### config.mk
export PLATFORM = sky130hd
export DESIGN_NAME = thi_front
export DESIGN_NICKNAME = d
export VERILOG_FILES = /design/src/rtl/core/terrain_height_interpolator_assert.svh /design/src/rtl/core/thi_pkg.sv /design/src/rtl/core/thi_front.sv
export SDC_FILE = /design/constraint.sdc
export NUM_CORES = 2
export LEC_CHECK = 0
export BUFFER_PORTS_ARGS = -buffer_cell sky130_fd_sc_hd__buf_2
export CAP_MARGIN = 20
export CORE_MARGIN = 5
export CORE_UTILIZATION = 55
export DETAILED_ROUTE_END_ITERATION = 10
export PLACE_DENSITY = 0.76
export SLEW_MARGIN = 20
export SYNTH_ARGS = -nofsm -noshare
export SYNTH_HDL_FRONTEND = slang
export SYNTH_SLANG_ARGS = --single-unit
### constraint.sdc
create_clock -name clk_i -period 5.2 [get_ports clk_i]
set_input_delay 0.78 -clock clk_i [delete_from_list [all_inputs] [get_ports clk_i]]
set_output_delay 0.78 -clock clk_i [all_outputs]
set_load 0.05 [all_outputs]
### src/rtl/core/terrain_height_interpolator_assert.svh
// Assertion macros for the terrain height interpolator.
`ifndef TERRAIN_HEIGHT_INTERPOLATOR_ASSERT_SVH
`define TERRAIN_HEIGHT_INTERPOLATOR_ASSERT_SVH

// Check that cons holds in the same cycle as ante.
`define THI_ASSERT_IMPLIES(lbl, clk, rst_n, ante, cons) \
  lbl: assert property (@(posedge clk) disable iff (!rst_n) (ante) |-> (cons)) \
    else $error("thi: same-cycle check failed");

// Check that cons holds in the cycle after ante.
`define THI_ASSERT_NEXT(lbl, clk, rst_n, ante, cons) \
  lbl: assert property (@(posedge clk) disable iff (!rst_n) (ante) |=> (cons)) \
    else $error("thi: next-cycle check failed");

`endif

### src/rtl/core/thi_pkg.sv
package thi_pkg;

  // Defaults for the top-level parameters.
  localparam int MAX_SIDE_DEF  = 512;
  localparam int FRAC_BITS_DEF = 8;

  // Fixed field widths.
  localparam int POS_W      = 24;
  localparam int INV_W      = 16;
  localparam int CELL_W     = 9;
  localparam int HEIGHT_W   = 8;
  localparam int OUT_W      = 16;
  localparam int OUT_FRAC_W = 8;
  localparam int CFG_DIM_W  = 10;
  localparam int CFG_IDX_W  = 2;
  localparam int CFG_DATA_W = 16;

  // Binary point of pos * inv_scale (Q.8 times Q.12).
  localparam int GRID_POINT = 20;

  localparam int HEIGHT_Q8_MAX = 65280;

  localparam logic [CFG_DIM_W-1:0] MAP_DIM_RESET   = CFG_DIM_W'(512);
  localparam logic [INV_W-1:0]     INV_SCALE_RESET = INV_W'(4096);

  localparam int QUEUE_DEPTH = 4;

  // Configuration register indexes.
  localparam logic [CFG_IDX_W-1:0] CFG_MAP_WIDTH   = 2'd0;
  localparam logic [CFG_IDX_W-1:0] CFG_MAP_LENGTH  = 2'd1;
  localparam logic [CFG_IDX_W-1:0] CFG_INV_SCALE_X = 2'd2;
  localparam logic [CFG_IDX_W-1:0] CFG_INV_SCALE_Z = 2'd3;

  // Input action codes.
  localparam logic ACT_WRITE = 1'b0;
  localparam logic ACT_QUERY = 1'b1;

  // Class of a word after the front end has looked at it.
  typedef enum logic [1:0] {
    OP_WRITE = 2'd0,  // store one height byte
    OP_QUERY = 2'd1,  // interpolate inside the map
    OP_MISS  = 2'd2,  // query outside the map
    OP_DROP  = 2'd3   // write to a cell beyond the store
  } op_e;

  typedef struct packed {
    logic empty;
    logic full;
  } queue_status_t;

  // Bits of one queue entry: op, x, z, xinc, zinc, fx, fz, rev, data.
  function automatic int entry_width(int xw, int frac);
    return 2 + 2 * xw + 2 + 2 * frac + 1 + HEIGHT_W;
  endfunction

endpackage

### src/rtl/core/thi_front.sv
module thi_front import thi_pkg::*; #(
  parameter int MAX_SIDE  = MAX_SIDE_DEF,
  parameter int FRAC_BITS = FRAC_BITS_DEF
) (
  input  logic                                      clk_i,
  input  logic                                      rst_ni,
  input  logic                                      in_valid_i,
  output logic                                      in_stall_o,
  input  logic                                      action_i,
  input  logic [CELL_W-1:0]                         cell_x_i,
  input  logic [CELL_W-1:0]                         cell_z_i,
  input  logic [HEIGHT_W-1:0]                       height_byte_i,
  input  logic signed [POS_W-1:0]                   pos_x_i,
  input  logic signed [POS_W-1:0]                   pos_z_i,
  input  logic                                      reverse_quad_i,
  input  logic [CFG_DIM_W-1:0]                      map_width_i,
  input  logic [CFG_DIM_W-1:0]                      map_length_i,
  input  logic [INV_W-1:0]                          inv_scale_x_i,
  input  logic [INV_W-1:0]                          inv_scale_z_i,
  input  queue_status_t                             q_status_i,
  output logic                                      push_o,
  output logic [entry_width($clog2(MAX_SIDE), FRAC_BITS)-1:0] entry_o
);

  localparam int F    = FRAC_BITS;
  localparam int XW   = $clog2(MAX_SIDE);
  localparam int DW   = $clog2(MAX_SIDE + 1);
  localparam int MW   = (CFG_DIM_W > DW) ? CFG_DIM_W : DW;
  localparam int CmpW = (CELL_W > DW) ? CELL_W : DW;
  localparam int PW   = POS_W + INV_W + 1;
  localparam int IW   = PW - 1 - GRID_POINT;

  typedef struct packed {
    op_e                 op;
    logic [XW-1:0]       x;
    logic [XW-1:0]       z;
    logic                xinc;
    logic                zinc;
    logic [F-1:0]        fx;
    logic [F-1:0]        fz;
    logic                rev;
    logic [HEIGHT_W-1:0] data;
  } entry_t;

  logic                  fa_adv;
  logic                  fa_valid_q;
  logic                  action_q;
  logic [CELL_W-1:0]     cell_x_q;
  logic [CELL_W-1:0]     cell_z_q;
  logic [HEIGHT_W-1:0]   height_q;
  logic                  rev_q;
  logic signed [PW-1:0]  prod_x_d;
  logic signed [PW-1:0]  prod_z_d;
  logic signed [PW-1:0]  prod_x_q;
  logic signed [PW-1:0]  prod_z_q;

  logic [MW-1:0]         w_eff;
  logic [MW-1:0]         l_eff;
  logic [IW-1:0]         ix;
  logic [IW-1:0]         iz;
  logic                  x_in;
  logic                  z_in;
  logic                  cell_ok;
  entry_t                entry;

  // Scale position to grid units, Q.20.
  assign prod_x_d = PW'(pos_x_i) * PW'(signed'({1'b0, inv_scale_x_i}));
  assign prod_z_d = PW'(pos_z_i) * PW'(signed'({1'b0, inv_scale_z_i}));

  assign fa_adv     = !fa_valid_q || !q_status_i.full;
  assign in_stall_o = !fa_adv;
  assign push_o     = fa_valid_q && !q_status_i.full;

  always_ff @(posedge clk_i or negedge rst_ni) begin
    if (!rst_ni) begin
      fa_valid_q <= 1'b0;
    end else if (fa_adv) begin
      fa_valid_q <= in_valid_i;
    end
  end

  always_ff @(posedge clk_i) begin
    if (fa_adv && in_valid_i) begin
      action_q <= action_i;
      cell_x_q <= cell_x_i;
      cell_z_q <= cell_z_i;
      height_q <= height_byte_i;
      rev_q    <= reverse_quad_i;
      prod_x_q <= prod_x_d;
      prod_z_q <= prod_z_d;
    end
  end

  // Clamp the map size to the store.
  assign w_eff = (MW'(map_width_i) > MW'(MAX_SIDE))  ? MW'(MAX_SIDE) : MW'(map_width_i);
  assign l_eff = (MW'(map_length_i) > MW'(MAX_SIDE)) ? MW'(MAX_SIDE) : MW'(map_length_i);

  assign ix   = prod_x_q[PW-2 -: IW];
  assign iz   = prod_z_q[PW-2 -: IW];
  assign x_in = !prod_x_q[PW-1] && (ix < IW'(w_eff));
  assign z_in = !prod_z_q[PW-1] && (iz < IW'(l_eff));

  assign cell_ok = (CmpW'(cell_x_q) < CmpW'(MAX_SIDE)) && (CmpW'(cell_z_q) < CmpW'(MAX_SIDE));

  always_comb begin
    entry.fx   = prod_x_q[GRID_POINT-1 -: F];
    entry.fz   = prod_z_q[GRID_POINT-1 -: F];
    entry.rev  = rev_q;
    entry.data = height_q;
    // Step to the next column or row unless that would leave the map.
    entry.xinc = (ix + IW'(1)) < IW'(w_eff);
    entry.zinc = (iz + IW'(1)) < IW'(l_eff);
    if (action_q == ACT_WRITE) begin
      entry.op = cell_ok ? OP_WRITE : OP_DROP;
      entry.x  = XW'(cell_x_q);
      entry.z  = XW'(cell_z_q);
    end else begin
      entry.op = (x_in && z_in) ? OP_QUERY : OP_MISS;
      entry.x  = XW'(ix);
      entry.z  = XW'(iz);
    end
  end

  assign entry_o = entry;

endmodule

Word level (Yosys, flattened, before mapping):

Cells that the tools add are included.

* word-level logic and storage cells: 33
* flip-flop bits (word level): 111
* output and inout port bits: 49

* magnitude comparators: 6
* reductions and logical operators: 11
* mux-type cells: 4
* multipliers: 2
* $add $sub $neg: 2

Operators with widths (number)
* $mul 24x17->41: 2
* $lt 20x10->1: 4
* $add 20x1->20 const B: 2
* $gt 10x10->1 const B: 2
* $mux 10: 2
* $mux 20: 1
* $logic_and 1x1->1: 5
* $logic_not 1->1: 5
* $mux 2: 1
* $logic_or 1x1->1: 1

Depth between registers and ports, before layout:

* depth in word-level cells: 7
* gate-level depth with buffers: 24

Least setup slack after synthesis:

OpenSTA, ideal clock, no wires.

* kind: input -> register
* start point: in inv_scale_x_i[8]
* end point: reg prod_x_q[38] (data pin)
* cell stages on the path: 22
* data arrival time: 6.433 ns
* slack: -1.372 ns
* required time: 5.061 ns
* path through: clkbuf_1 -> nand2_1 -> fa_1 -> inv_1 -> fa_1 -> inv_1 -> fa_1 -> inv_1 -> fa_1 -> fa_1 -> inv_1 -> fa_1 -> inv_1 -> ha_1 -> a21o_2 -> a21oi_1 -> and4b_2 -> a21oi_2 -> a221oi_4 -> o221ai_2 -> or4b_1 -> nand4b_1

* cells in the longest elaborated chain, start to end: 1

Ends and longest elaborated chain
* from (decl): RTL line thi_front.sv:18 `input logic [INV_W-1:0] inv_scale_x_i,`
* $mul 24x17->41: RTL line thi_front.sv:67 `assign prod_x_d = PW'(pos_x_i) * PW'(signed'({1'b0, inv_scale_x_i}));`
* named net prod_x_d[38]: RTL line thi_front.sv:52 `logic signed [PW-1:0] prod_x_d;`
* to (signal assigned): RTL line thi_front.sv:89 `prod_x_q <= prod_x_d;`
* to (decl): RTL line thi_front.sv:54 `logic signed [PW-1:0] prod_x_q;`

The timed path passes the listed nets, and every way through them passes these cells.
A chain may end at the register's enable or synchronous reset.

Worst setup path after layout:

* start point: in inv_scale_x_i[5]
* end point: reg prod_x_q[38] (data pin)

The elaborated chain is that of the path after synthesis.

==> impl_metrics.ini <==
[worst_setup_path]
crit_top_cell = fa_1
slowest_delay_ps = 560
crit_type = in2reg
crit_chain = buf_12 -> and2_4 -> fa_1 -> inv_2 -> fa_1 -> fa_1 -> inv_2 -> fa_1 -> fa_1 -> inv_2 -> fa_1 -> inv_2 -> ha_4 -> a21o_1 -> or2_4 -> and4b_2 -> a21oi_4 -> a221oi_4 -> o221ai_2 -> or4b_1 -> nand4b_1
worstPathArrival_ps = 6440
endpoint_kind = flop
start_kind = input pin
critical_path.slowest_cell = fa_1
worstPathMaxFanout = 8
required_ps = 5410

[placed_design]
dp_hpwl_mm = 67.76
placed_cell_area_um2 = 36990
place_congestion = 0.9374
portBuffers = 180

[drt]
vias_per_cell = 5.194
drc = 0
wirelength_mm = 79.70
postRouteAntennaNets = 0
vias = 24560
drt-pass1-iter-count = 5
drtIter0Drc = 1436
wl_per_cell_um = 16.85

[synthesis]
ys_ff_latch = 87
syn_area_um2 = 31730
synth_top_cell_by_area = fa_1
synthCells = 3423
synthTopCellsByArea = fa_1 (47%), inv_1 (11%), ha_1 (9.3%), edfxtp_1 (8.1%), nand2_1 (6.1%)
synthTopCellsByCount = inv_1 (911), fa_1 (750), nand2_1 (519), and2_1 (303), ha_1 (236)
yosysMostFrequentCell = inv_1
postSynthAreaPerCell_um2 = 9.271
yosys_most_used_dff = edfxtp_1
yosysWarnings = 0
synth_cell_types = 68
synth_edf_count = 86
synth_fp_nets = 4542
synth_top_area_frac = 0.4731
ys_seq_area_frac = 0.08217
synthArstFlopShare = 0.01149

[sta]
whs_ps = 195.5
finalHoldViolations = 0
tightest_slew_ps = 839.0
fmax_mhz = 160.5
slew_violations = 0
setup_viol = 57
post-route-period-util = 1.199
fin_tns_setup_ps = -37960
finalCriticalPeriod_ps = 6232
fin_ws_ps = -1032
clock-skew-final_ps = 6.038
grt_setup_unrepaired = true
max_slew_margin = 0.4407

[floorplan]
core_um2 = 57480
dieArea_um2 = 62600
die_x_um = 250.2
ios = 182
start_util = 0.5521
row_count = 88
die_h_um = 250.2

[job]
drv_cap = 0

[cts]
cts-root-buf = clkbuf_16
cts_hold_buf = 0
clock_path_buffers = 2
clk_latency_ps = 340
cts.sink_count = 87
cts_tree = built
path_clk_slew_ps = 60
htreeDepth = 3
cts_buffers = 9

[layout]
fin_nets = 5075
stdcell_area_um2 = 38950
syn_to_final_growth_pct = 22.75
seq_area_um2 = 2608
fill_cells = 4431
multi_input_area_um2 = 26370
drive_gt1_frac = 0.2416

[grt]
grt_util_all_layers = 0.2604
grt_pass1_wl_mm = 132.5
grt_pass1_vias = 26700
grt_max_degree = 87
grt_overflow = 0
antenna_found_initial = 6

[worst_hold_path]
hold_path.class = in2async

[outcome]
status = finished with violations
failed_checks = setup timing
## path summary, 6_finish.rpt
check | startpoint | end | slack, ps | cells past startpoint
worst max-delay path | inv_scale_x_i[5] | prod_x_q[38]$_DFFE_PP_ | -1030 | 21
worst min-delay path | rst_ni | fa_valid_q$_DFFE_PN0N_ | 200 | 1
worst max register to register | fa_valid_q$_DFFE_PN0N_ | prod_z_q[35]$_DFFE_PP_ | 3420 | 3
worst min register to register | fa_valid_q$_DFFE_PN0N_ | fa_valid_q$_DFFE_PN0N_ | 730 | 2
max in group asynchronous | rst_ni | fa_valid_q$_DFFE_PN0N_ | 4920 | 1
min in group clk_i | cell_x_i[6] | cell_x_q[6]$_DFFE_PP_ | 600 | 1
## per-stage QoR
step,utilization,setup slack [ps],cells
floorplan,-,-1146,3423
global placement,0.6435,-1436,4658
detailed placement,0.6435,-1544,4658
CTS,0.6672,-1008,4706
global route,0.6776,-1205,4726
finish,0.6777,-1032,4729
## registers in the layout (all words and copies together), names as in the netlist
signal      cells
height_q        8
rev_q           1
cell_z_q        9
cell_x_q        9
prod_x_q       29
fa_valid_q      1
prod_z_q       29
action_q        1
## critical path: cells and delay by family
family | cells | cell delay (ps)
AND/OR/NAND/NOR | 5 | 1280
buffers and inverters | 5 | 310
AO/OA/AOI/OAI | 4 | 790
adder cells (fa/ha/maj) | 7 | 3270
## routing by layer
layer / GRT usage / wire length (um) / share of wire / vias up
met2: 0.4402 / 39280 / 0.49 / 808
met5: 0 / 27 / 0.00034 / -
met4: 0.07656 / 2879 / 0.036 / 4
li1: - / - / - / 11110
met3: 0.04143 / 5146 / 0.065 / 187
met1: 0.3514 / 32370 / 0.41 / 12450
## cells by family (layout without fill, tap and decap cells)
family / count (synthesis) / in the layout / synth area share
AOI/OAI and AO/OA: 214 / 214 / 0.04475
adders and majority gates: 986 / 986 / 0.5662
and+or+nand+nor: 982 / 982 / 0.1493
muxes: 20 / 20 / 0.007058
other: 0 / 3 / 0
buffers and inverters: 1045 / 1583 / 0.1260
DFF: 87 / 87 / 0.08217
xor gates and xnor gates: 89 / 89 / 0.02456
## timing repair
action | 4_1_cts | 5_1_grt
buffers inserted | 36 | 22
setup endpoints to repair | 57 | 58
pin swaps | 114 | 71
gates resized for setup | 214 | 127
gates cloned | 1 | 0
hold endpoints to repair | 0 | 0
## area by class of cell
type                       instances  share of cell area
antenna                            3           0.0001927
clock buffer                      11            0.005975
clock inverter                     5            0.002120
inverter                         911             0.08798
multi-input combinational       2291              0.6770
sequential                        87             0.06694
tap                              765             0.02457
timing repair buffer             656              0.1353
## cells in the final DEF, fill, tap and decap left out, types with 30 or more instances in the layout
cell type	n
a21o_1	35
buf_6	83
nand2_1	504
and2_1	262
nor2_1	30
buf_2	127
inv_2	35
fa_2	33
a21oi_1	44
xnor2_1	55
ha_1	205
edfxtp_1	86
fa_1	717
buf_4	414
inv_1	873
and2_4	41
Power is left out: the tool's default activity adds up to more than one toggle a clock period on the data nets, which glitch-free logic cannot reach.
