--- config.mk ---
export PLATFORM = sky130hd
export DESIGN_NAME = thi_queue
export DESIGN_NICKNAME = d
export VERILOG_FILES = /design/src/rtl/core/terrain_height_interpolator_assert.svh /design/src/rtl/core/thi_pkg.sv /design/src/rtl/core/thi_queue.sv
export SDC_FILE = /design/constraint.sdc
export NUM_CORES = 1
export LEC_CHECK = 0
export BUFFER_PORTS_ARGS = -buffer_cell sky130_fd_sc_hd__buf_4
export CAP_MARGIN = 5
export CORE_UTILIZATION = 25
export DETAILED_ROUTE_END_ITERATION = 8
export HOLD_SLACK_MARGIN = 0.15
export PLACE_DENSITY = 0.51
export SKIP_LAST_GASP = 1
export SLEW_MARGIN = 20
export SYNTH_ARGS = -nofsm -noshare
export SYNTH_HDL_FRONTEND = slang
export SYNTH_SLANG_ARGS = --single-unit
--- constraint.sdc ---
create_clock -name clk_i -period 1.7 [get_ports clk_i]
set_input_delay 0.34 -clock clk_i [delete_from_list [all_inputs] [get_ports clk_i]]
set_output_delay 0.34 -clock clk_i [all_outputs]
set_load 0.01 [all_outputs]
--- src/rtl/core/terrain_height_interpolator_assert.svh ---
// Assertion macros for the terrain height interpolator.
`ifndef TERRAIN_HEIGHT_INTERPOLATOR_ASSERT_SVH
`define TERRAIN_HEIGHT_INTERPOLATOR_ASSERT_SVH

// Check that cons holds in the same cycle as ante.
`define THI_ASSERT_IMPLIES(lbl, clk, rst_n, ante, cons) \
  lbl: assert property (@(posedge clk) disable iff (!rst_n) (ante) |-> (cons)) \
    else $error("thi: same-cycle check failed");

// Check that cons holds in the cycle after ante.
`define THI_ASSERT_NEXT(lbl, clk, rst_n, ante, cons) \
  lbl: assert property (@(posedge clk) disable iff (!rst_n) (ante) |=> (cons)) \
    else $error("thi: next-cycle check failed");

`endif

--- src/rtl/core/thi_pkg.sv ---
package thi_pkg;

  // Defaults for the top-level parameters.
  localparam int MAX_SIDE_DEF  = 512;
  localparam int FRAC_BITS_DEF = 8;

  // Fixed field widths.
  localparam int POS_W      = 24;
  localparam int INV_W      = 16;
  localparam int CELL_W     = 9;
  localparam int HEIGHT_W   = 8;
  localparam int OUT_W      = 16;
  localparam int OUT_FRAC_W = 8;
  localparam int CFG_DIM_W  = 10;
  localparam int CFG_IDX_W  = 2;
  localparam int CFG_DATA_W = 16;

  // Binary point of pos * inv_scale (Q.8 times Q.12).
  localparam int GRID_POINT = 20;

  localparam int HEIGHT_Q8_MAX = 65280;

  localparam logic [CFG_DIM_W-1:0] MAP_DIM_RESET   = CFG_DIM_W'(512);
  localparam logic [INV_W-1:0]     INV_SCALE_RESET = INV_W'(4096);

  localparam int QUEUE_DEPTH = 4;

  // Configuration register indexes.
  localparam logic [CFG_IDX_W-1:0] CFG_MAP_WIDTH   = 2'd0;
  localparam logic [CFG_IDX_W-1:0] CFG_MAP_LENGTH  = 2'd1;
  localparam logic [CFG_IDX_W-1:0] CFG_INV_SCALE_X = 2'd2;
  localparam logic [CFG_IDX_W-1:0] CFG_INV_SCALE_Z = 2'd3;

  // Input action codes.
  localparam logic ACT_WRITE = 1'b0;
  localparam logic ACT_QUERY = 1'b1;

  // Class of a word after the front end has looked at it.
  typedef enum logic [1:0] {
    OP_WRITE = 2'd0,  // store one height byte
    OP_QUERY = 2'd1,  // interpolate inside the map
    OP_MISS  = 2'd2,  // query outside the map
    OP_DROP  = 2'd3   // write to a cell beyond the store
  } op_e;

  typedef struct packed {
    logic empty;
    logic full;
  } queue_status_t;

  // Bits of one queue entry: op, x, z, xinc, zinc, fx, fz, rev, data.
  function automatic int entry_width(int xw, int frac);
    return 2 + 2 * xw + 2 + 2 * frac + 1 + HEIGHT_W;
  endfunction

endpackage

--- src/rtl/core/thi_queue.sv ---
module thi_queue import thi_pkg::*; #(
  parameter int W = 8
) (
  input  logic          clk_i,
  input  logic          rst_ni,
  input  logic          push_i,
  input  logic [W-1:0]  data_i,
  input  logic          pop_i,
  output logic [W-1:0]  head_o,
  output queue_status_t status_o
);

  localparam int PtrW = $clog2(QUEUE_DEPTH);
  localparam int CntW = $clog2(QUEUE_DEPTH + 1);

  logic [W-1:0]    slot_q [QUEUE_DEPTH];
  logic [PtrW-1:0] wr_ptr_q;
  logic [PtrW-1:0] rd_ptr_q;
  logic [CntW-1:0] count_q;
  logic [CntW-1:0] count_d;

  always_comb begin
    count_d = count_q;
    if (push_i && !pop_i) begin
      count_d = count_q + CntW'(1);
    end else if (pop_i && !push_i) begin
      count_d = count_q - CntW'(1);
    end
  end

  always_ff @(posedge clk_i or negedge rst_ni) begin
    if (!rst_ni) begin
      wr_ptr_q <= '0;
      rd_ptr_q <= '0;
      count_q  <= '0;
    end else begin
      if (push_i) begin
        wr_ptr_q <= wr_ptr_q + PtrW'(1);
      end
      if (pop_i) begin
        rd_ptr_q <= rd_ptr_q + PtrW'(1);
      end
      count_q <= count_d;
    end
  end

  always_ff @(posedge clk_i) begin
    if (push_i) begin
      slot_q[wr_ptr_q] <= data_i;
    end
  end

  assign head_o         = slot_q[rd_ptr_q];
  assign status_o.empty = (count_q == '0);
  assign status_o.full  = (count_q == CntW'(QUEUE_DEPTH));

endmodule

; ---- Yosys cells after proc, flatten, opt, wreduce, memory -nomap -nowiden
; Memories as Yosys holds them, arrays and structs flattened.
; Cells that the tools add are included.
[word_totals]
reg_bits = 7
latch_bits = 0
mem_bits_rw = 32
romBits = 0
input_bits = 12
output_inout_bits = 10
memories = 1
[op_classes]
addsub = 4
multipliers = 0
div_mod_pow = 0
magnitude_cmp = 0
eq_ne = 1
n_shift = 0
n_mux = 4
bitwise_logic = 0
n_reduce_logical = 6
[mem_list]
columns = name, depth, width, rd, rd_ports_with_merged_regs, wr, line
row1 = slot_q, 4, 8, 1, 0, 1, thi_queue.sv:16  ; logic [W-1:0] slot_q [QUEUE_DEPTH];
[op_table]
columns = operator, count
row1 = two-way mux 3 bit, 2
row2 = "adder 2 x 1 -> 2 bit, second input constant", 2
row3 = "adder 3 x 1 -> 3 bit, second input constant", 1
row4 = "== test 3 bit, second input constant", 1
row5 = zero test 3 bit, 1
row6 = "subtractor 3 x 1 -> 3 bit, second input constant", 1
row7 = logical AND 1 bit, 2
row8 = zero test 1 bit, 2
row9 = two-way mux 1 bit, 2
row10 = nonzero test 2 bit, 1

; ---- Depth between registers and ports, before layout
; Gate-level depths: netlist (run 1).
[logic_depth]
word_depth = 4
depth_mapped = 7
ltp_nobuf = 7

; ---- Worst setup path after synthesis (run 1)
; No wires, ideal clock.
[synth_path]
kind = input port to flip-flop
from = in pop_i
to = reg count_q[2]
arrival_ns = 1.326
setup_slack_ns = 0.295
path_stages = 7
cell_sequence = inv_1 -> ha_1 -> inv_1 -> fa_1 -> xor2_1 -> nor2_1 -> xor2_1
[synth_between]
elab_chain_len = 3
elab_cells_between_ends = 5
classes_between = mux (1) / reduce/logical (4)
[synth_rtl]
columns = item, line
row1 = "start, declared", thi_queue.sv:8  ; input logic pop_i,
row2 = zero test 1 bit, thi_queue.sv:24  ; if (push_i && !pop_i) begin
row3 = logical AND 1 bit, thi_queue.sv:24
row4 = two-way mux 3 bit / nonzero test 2 bit (equally long branches), --
row5 = "end signal, assigned", thi_queue.sv:43  ; count_q <= count_d;
row6 = "end, declared", thi_queue.sv:19  ; logic [CntW-1:0] count_q;
; Parallel ways exist; a longest one is shown, timed or not.
; A chain may end at the register's enable or synchronous reset.

; ---- Final worst setup path (run 1)
[layout_path]
from = reg rd_ptr_q[0]
to = out head_o[5]
[layout_between]
elab_chain_len = 1
[layout_rtl]
columns = item, line
row1 = "start, declared", thi_queue.sv:18  ; logic [PtrW-1:0] rd_ptr_q;
row2 = "start signal, assigned", thi_queue.sv:41  ; rd_ptr_q <= rd_ptr_q + PtrW'(1);
row3 = memory read (4 x 8 bit), --
row4 = "end, declared", thi_queue.sv:9  ; output logic [W-1:0] head_o,
; Every way passes these cells.

==> run summary, run 1 <==
Crit Path Max Fanout -> 8
Max VDD drop -> 0.527 mV
number of CTS-inserted buffers -> 5
CP Data Arrival Time -> 1.51 ns
Slowest cell on crit path -> mux4_2
WP data required -> 1.36 ns
Hold Path Sink -> slot_q[0][2]
post-synth net total -> 94
count of unique library cells instantiated by Yosys -> 17
PwrDens -> 1680 nW/um^2
min Tclk post-route -> 1.85 ns
synth warn -> 0
Vias/cell -> 4.13
Die X -> 80.7 um
crit end category -> primary output
I/O pin cnt -> 22
largest stage delay on the critical path -> 0.52 ns
via count -> 756
initial antenna violation count -> 0
crit-path cells -> buf_12 -> mux4_2 -> buf_6
# clock sinks -> 39
Max Fclk -> 541 MHz
Skew-Pair Late Insertion Delay -> 0.29 ns
setup ws final -> -0.148 ns
clock root buffer -> clkbuf_8
Top delay family on crit path -> multiplexers
Layout area overhead -> 28.0%
Critical R2R Launch -> wr_ptr_q[1]
most common cell after layout, fill and taps aside -> edfxtp_1
R2R setup slack -> 0.27 ns
residual DRC count -> 0
Max Used Layer -> met4
total power -> 0.00334 W
worst hold margin -> 0.243 ns
RSZ-0062 raised after global routing -> true
skew final -> 0.00714 ns
vias in the first global route -> 837
H-tree levels -> 2
Leak Pwr -> 0.734 nW
post-synthesis cell count -> 76
largest net degree at the start of global routing -> 15
routability cong. -> 0.728
clk slew on worst S/H paths -> 0.08 ns
Critical R2R Capture -> slot_q[1][7]
met2 routed WL -> 1370 um
Synth Register Bits -> 39
failing checks -> negative setup slack
Initial Util -> 26.0%
gr usage total -> 9.37%
TritonCTS clock tree -> built
Avg Inst Size Synth -> 20.4 sq um
Max Cap Violations -> 0
first-pass GRT wire length -> 4300 um
Worst-Margin Slew -> 0.477 ns
detailed placement HPWL -> 1840 um
hold path startpoint -> data_i[2]
routed length per instance -> 14.2 um
number of buffers added on ports -> 21
chip height -> 80.7 um
max-slew violation count -> 0
Nets -> 125
period utilization -> 109%
reg2reg path depth -> 3
CP startpoint kind -> register
most frequent cells in the layout -> edfxtp_1, buf_4, mux4_2, buf_6, dfrtp_1
sequential element share of the synthesized area -> 73.4%
Die Area -> 6510 sq um
Rows -> 28
Met1 Wirelength -> 1060 um
ANT nets after route -> 0
pre-CTS setup slack -> 0.0885 ns
Worst Hold Class -> input pin to register
status -> finished with violations
Detailed Route WL -> 2600 um
GRT overflow -> 0
crit path kind -> register to primary output
Initial DRC Count -> 25
Longest Clk Path Bufs -> 2
DRT Pass-1 Iters -> 4
slew margin rel. -> 68.2%
CP Buf/Inv Count -> 2
CORE AREA -> 5960 sq um
final hold violation count -> 0
synthesized cell area -> 1550 sq um
WHS Path Cells -> 1
share of layout cells above drive strength 1 -> 38.9%
diode count -> 0
WL met3 -> 113 um
setup violators final -> 8
[Yosys cell counts (all sizes together)]
| cell | n | area, sq um |
|---|---|---|
| xnor2 | 2 | 17.5 |
| nor2 | 1 | 3.75 |
| mux2 | 1 | 11.3 |
| o21ai | 1 | 5.00 |
| nand2 | 2 | 7.51 |
| xor2 | 4 | 35.0 |
| nor3 | 1 | 5.00 |
| fa | 1 | 20.0 |
| dfrtp | 7 | 175 |
| edfxtp | 32 | 961 |
| ha | 5 | 62.6 |
| and2 | 4 | 25.0 |
| buf | 2 | 16.3 |
| nor3b | 1 | 7.51 |
| inv | 4 | 15.0 |
| mux4 | 8 | 180 |
[flip-flops by register name, summed over array words and instances, names as in the netlist]
name      cells
rd_ptr_q      2
count_q       3
wr_ptr_q      2
slot_q       32
[worst max-delay path by stage]
| stage | startpoint | endpoint | cells after the start |
|---|---|---|---|
| after CTS | rd_ptr_q[0] | head_o[5] | 3 |
| final | rd_ptr_q[0] | head_o[5] | 3 |
| after global placement | pop_i | count_q[2] | 8 |
| after detailed placement | pop_i | count_q[2] | 8 |
| after floorplan | pop_i | count_q[2] | 7 |
| after global routing | rd_ptr_q[0] | head_o[5] | 3 |
[repair_timing]
action,CTS,global route
setup buffers,1,1
gates resized for setup,8,0
setup endpoints to repair,8,8
hold buffers,1,0
hold endpoints to repair,7,0
pin swaps,0,0
[final cells by class]
class	count	area [sq um]
fillers	582	3980
clock buffers	5	68.8
multi-input cells	31	380
clock inverters	3	46.3
flip-flops and latches	39	1140
repair buffers	26	240
well taps	75	93.8
inverters	4	15.0
[logic make-up (layout without fill, tap and decap cells)]
| family | count (synthesis) | in the layout | synth area share (%) |
|---|---|---|---|
| xor gates and xnor gates | 6 | 6 | 3.40 |
| DFF | 39 | 39 | 73.4 |
| buffers and inverters | 6 | 38 | 2.02 |
| AOI/OAI and AO/OA | 1 | 1 | 0.323 |
| and+or+nand+nor | 9 | 9 | 3.15 |
| muxes | 9 | 9 | 12.4 |
| adders and majority gates | 6 | 6 | 5.34 |
[report_power, final]
group          total [W]  switching, W  leakage (nW)  internal [W]
sequential       0.00145      0.000165         0.376       0.00128
combinational    0.00112      0.000455         0.303      0.000663
clock           0.000771      0.000330        0.0548      0.000442
[per-layer routing]
metal	global-route usage [%]	vias to the layer above
li1	-	347
met1	10.3	386
met2	15.9	17
met3	3.18	6
met4	4.82	0
met5	0	-
[metrics by stage]
| stage | area [sq um] | util, % | std cells | setup TNS [ns] |
|---|---|---|---|---|
| floorplan | 1550 | - | 76 | 0 |
| global placement | 1810 | 30.4 | 172 | 0 |
| detailed placement | 1810 | 30.4 | 172 | 0 |
| CTS | 1970 | 33.1 | 182 | -1.29 |
| global route | 1980 | 33.3 | 183 | -1.59 |
| finish | 1980 | 33.3 | 183 | -1.11 |
Note: power is estimated with default switching activity, not from simulation.
==> run 2: changes to the inputs <==
- CORE_ASPECT_RATIO: default -> 0.75
- MAX_ROUTING_LAYER: default -> met4
- clock period: 1.7 -> 2.1 ns (I/O delays scaled with it)
==> run summary, run 2 (same netlist as run 1, synthesis figures left out) <==
Largest register FFs -> 32 (unchanged)
Clk pwr share -> 27.3% (was 23.1%)
H-tree levels -> 2 (unchanged)
chip height -> 70.1 um (was 80.7 um)
final core occ -> 32.9% (was 33.3%)
status -> finished clean (was finished with violations)
initial antenna violation count -> 0 (unchanged)
Biggest register -> slot_q (unchanged)
WP data required -> 1.68 ns (was 1.36 ns)
CORE AREA -> 5890 sq um (was 5960 sq um)
ANT nets after route -> 0 (unchanged)
met2 GRT Util -> 16.1% (was 15.9%)
CP Buf/Inv Count -> 2 (unchanged)
Longest Clk Path Bufs -> 2 (unchanged)
largest net degree at the start of global routing -> 13 (was 15)
Initial DRC Count -> 39 (was 25)
Sequential Power Share -> 43.5% (was 43.3%)
first-pass GRT wire length -> 4140 um (was 4300 um)
Regs by FF count -> slot_q (32), count_q (3) (unchanged)
pre-CTS setup slack -> 0.361 ns (was 0.0885 ns)
WHS Path Cells -> 2 (was 1)
M3 GR Usage -> 3.27% (was 3.18%)
I/O pin cnt -> 22 (unchanged)
total power -> 0.00266 W (was 0.00334 W)
most common cell after layout, fill and taps aside -> edfxtp_1 (unchanged)
Post-Place Cell Area -> 1790 sq um (was 1810 sq um)
Leak Pwr -> 0.715 nW (was 0.734 nW)
Skew-Pair Late Insertion Delay -> 0.29 ns (about the same)
Pint -> 0.00193 W (was 0.00239 W)
number of CTS-inserted buffers -> 5 (unchanged)
Die X -> 92.9 um (was 80.7 um)
Slowest cell on crit path -> mux4_2 (unchanged)
Worst-Margin Slew -> 0.476 ns (was 0.477 ns)
CP Launch Point -> rd_ptr_q[0] (unchanged)
PwrDens -> 1370 nW/um^2 (was 1680 nW/um^2)
Die Area -> 6510 sq um (about the same)
PostCTS Resize Cnt -> 0 (was 8)
Comb pwr share -> 29.2% (was 33.5%)
Initial Util -> 26.3% (was 26.0%)
reg2reg path depth -> 3 (unchanged)
setup violators final -> 0 (was 8)
via count -> 736 (was 756)
busiest grt layer -> met2 (unchanged)
Setup Total Neg Slack -> 0 ns (was -1.11 ns)
skew final -> 0.00363 ns (was 0.00714 ns)
diode count -> 0 (unchanged)
Worst Hold Class -> input pin to register (unchanged)
number of cells on the critical path -> 3 (unchanged)
final hold violation count -> 0 (unchanged)
Non-Filler Cell Area, Final -> 1940 sq um (was 1980 sq um)
Nets -> 122 (was 125)
CP startpoint kind -> register (unchanged)
crit end category -> primary output (unchanged)
CP Data Arrival Time -> 1.53 ns (was 1.51 ns)
sw power -> 0.000728 W (was 0.000950 W)
residual DRC count -> 0 (unchanged)
hold path startpoint -> pop_i (was data_i[2])
Layout area overhead -> 25.1% (was 28.0%)
Switching Fraction -> 27.3% (was 28.5%)
GRT overflow -> 0 (unchanged)
detailed placement HPWL -> 1800 um (was 1840 um)
clock root buffer -> clkbuf_8 (unchanged)
RSZ-0062 raised after global routing -> false (was true)
max-slew violation count -> 0 (unchanged)
min Tclk post-route -> 1.95 ns
gr usage total -> 9.38% (was 9.37%)
Max Cap Violations -> 0 (unchanged)
period utilization -> 92.8%
routed length per instance -> 14.3 um (was 14.2 um)
share of layout cells above drive strength 1 -> 36.2% (was 38.9%)
routability cong. -> 0.630 (was 0.728)
most frequent cells in the layout -> edfxtp_1, buf_4, mux4_2 (was edfxtp_1, buf_4, mux4_2, buf_6, dfrtp_1)
Top delay family on crit path -> multiplexers (unchanged)
Vias/cell -> 4.02 (was 4.13)
crit path kind -> register to primary output (unchanged)
crit-path cells -> buf_4 -> mux4_2 -> buf_4 (was buf_12 -> mux4_2 -> buf_6)
setup ws final -> 0.150 ns (was -0.148 ns)
met1 Use GR -> 9.59% (was 10.3%)
number of buffers added on ports -> 21 (unchanged)
DRT Pass-1 Iters -> 3 (was 4)
TritonCTS clock tree -> built (unchanged)
vias in the first global route -> 856 (was 837)
Crit Path Max Fanout -> 10 (was 8)
largest stage delay on the critical path -> 0.54 ns (was 0.52 ns)
Detailed Route WL -> 2620 um (was 2600 um)
# clock sinks -> 39 (unchanged)
slew margin rel. -> 68.3% (was 68.2%)
clk slew on worst S/H paths -> 0.07 ns (was 0.08 ns)
Max VDD drop -> 0.386 mV (was 0.527 mV)
Max Fclk -> 513 MHz
Rows -> 24 (was 28)
Critical Path Most Common Cell -> buf_4
Critical R2R Launch -> wr_ptr_q[0] (was wr_ptr_q[1])
run 2: cell count changes in the layout (fill, tap and decap cells not counted), sizes merged:
cell	delta
buf	-3
bufinv	+1
clkbuf	+1
clkinvlp	-1
inv	-1
run 2: power groups by stage:
stage	sequential (W)	combinational (W)	clock [W]
after detailed placement	0.00118	0.000797	0
after global placement	0.00117	0.000775	0
after CTS	0.00116	0.000805	0.000746
after global routing	0.00118	0.000865	0.000773
after floorplan	0.00112	0.000530	0
final	0.00116	0.000778	0.000725
run 2: through the flow:
step,std cells,hold slack (ns)
2_1_floorplan,76,0.124
3_3_place_gp,174,0.239
3_5_place_dp,174,0.242
4_1_cts,183,0.321
5_1_grt,183,0.321
6_report,183,0.327
run 2: metal layers:
metal	vias up	wire length (um)
li1	342	-
met1	370	1050
met2	19	1400
met3	5	131
met4	0	32
met5	-	0
run 2: timing repair:
item,in CTS,in global routing
hold buffers,1,0
hold endpoints to repair,7,0
buffers inserted,0,0
run 2: worst reg2reg max path: cells and delay by family, from the launching register on:
family | cells | cell delay, ns
DFF | 1 | 0.43
buffers and inverters | 1 | 0.11
and+or+nand+nor | 1 | 0.41
adders and majority gates | 1 | 0.14
run 2: worst paths after layout:
path | slack, ns | end
worst max-delay path | 0.15 | head_o[6]
worst min-delay path | 0.33 | rd_ptr_q[0]
worst max register to register | 0.67 | slot_q[2][7]
worst min register to register | 0.51 | count_q[2]
max in group asynchronous | 1.49 | rd_ptr_q[1]
min in group asynchronous | 0.48 | count_q[2]
run 2: layout make-up:
cell class                      count  area [sq um]
Fill cell                         591          3950
Sequential cell                    39          1140
Multi-Input combinational cell     31           380
Timing Repair Buffer               23           175
Tap cell                           78          97.6
Clock buffer                        6          72.6
Clock inverter                      2          60.1
Inverter                            4          15.0
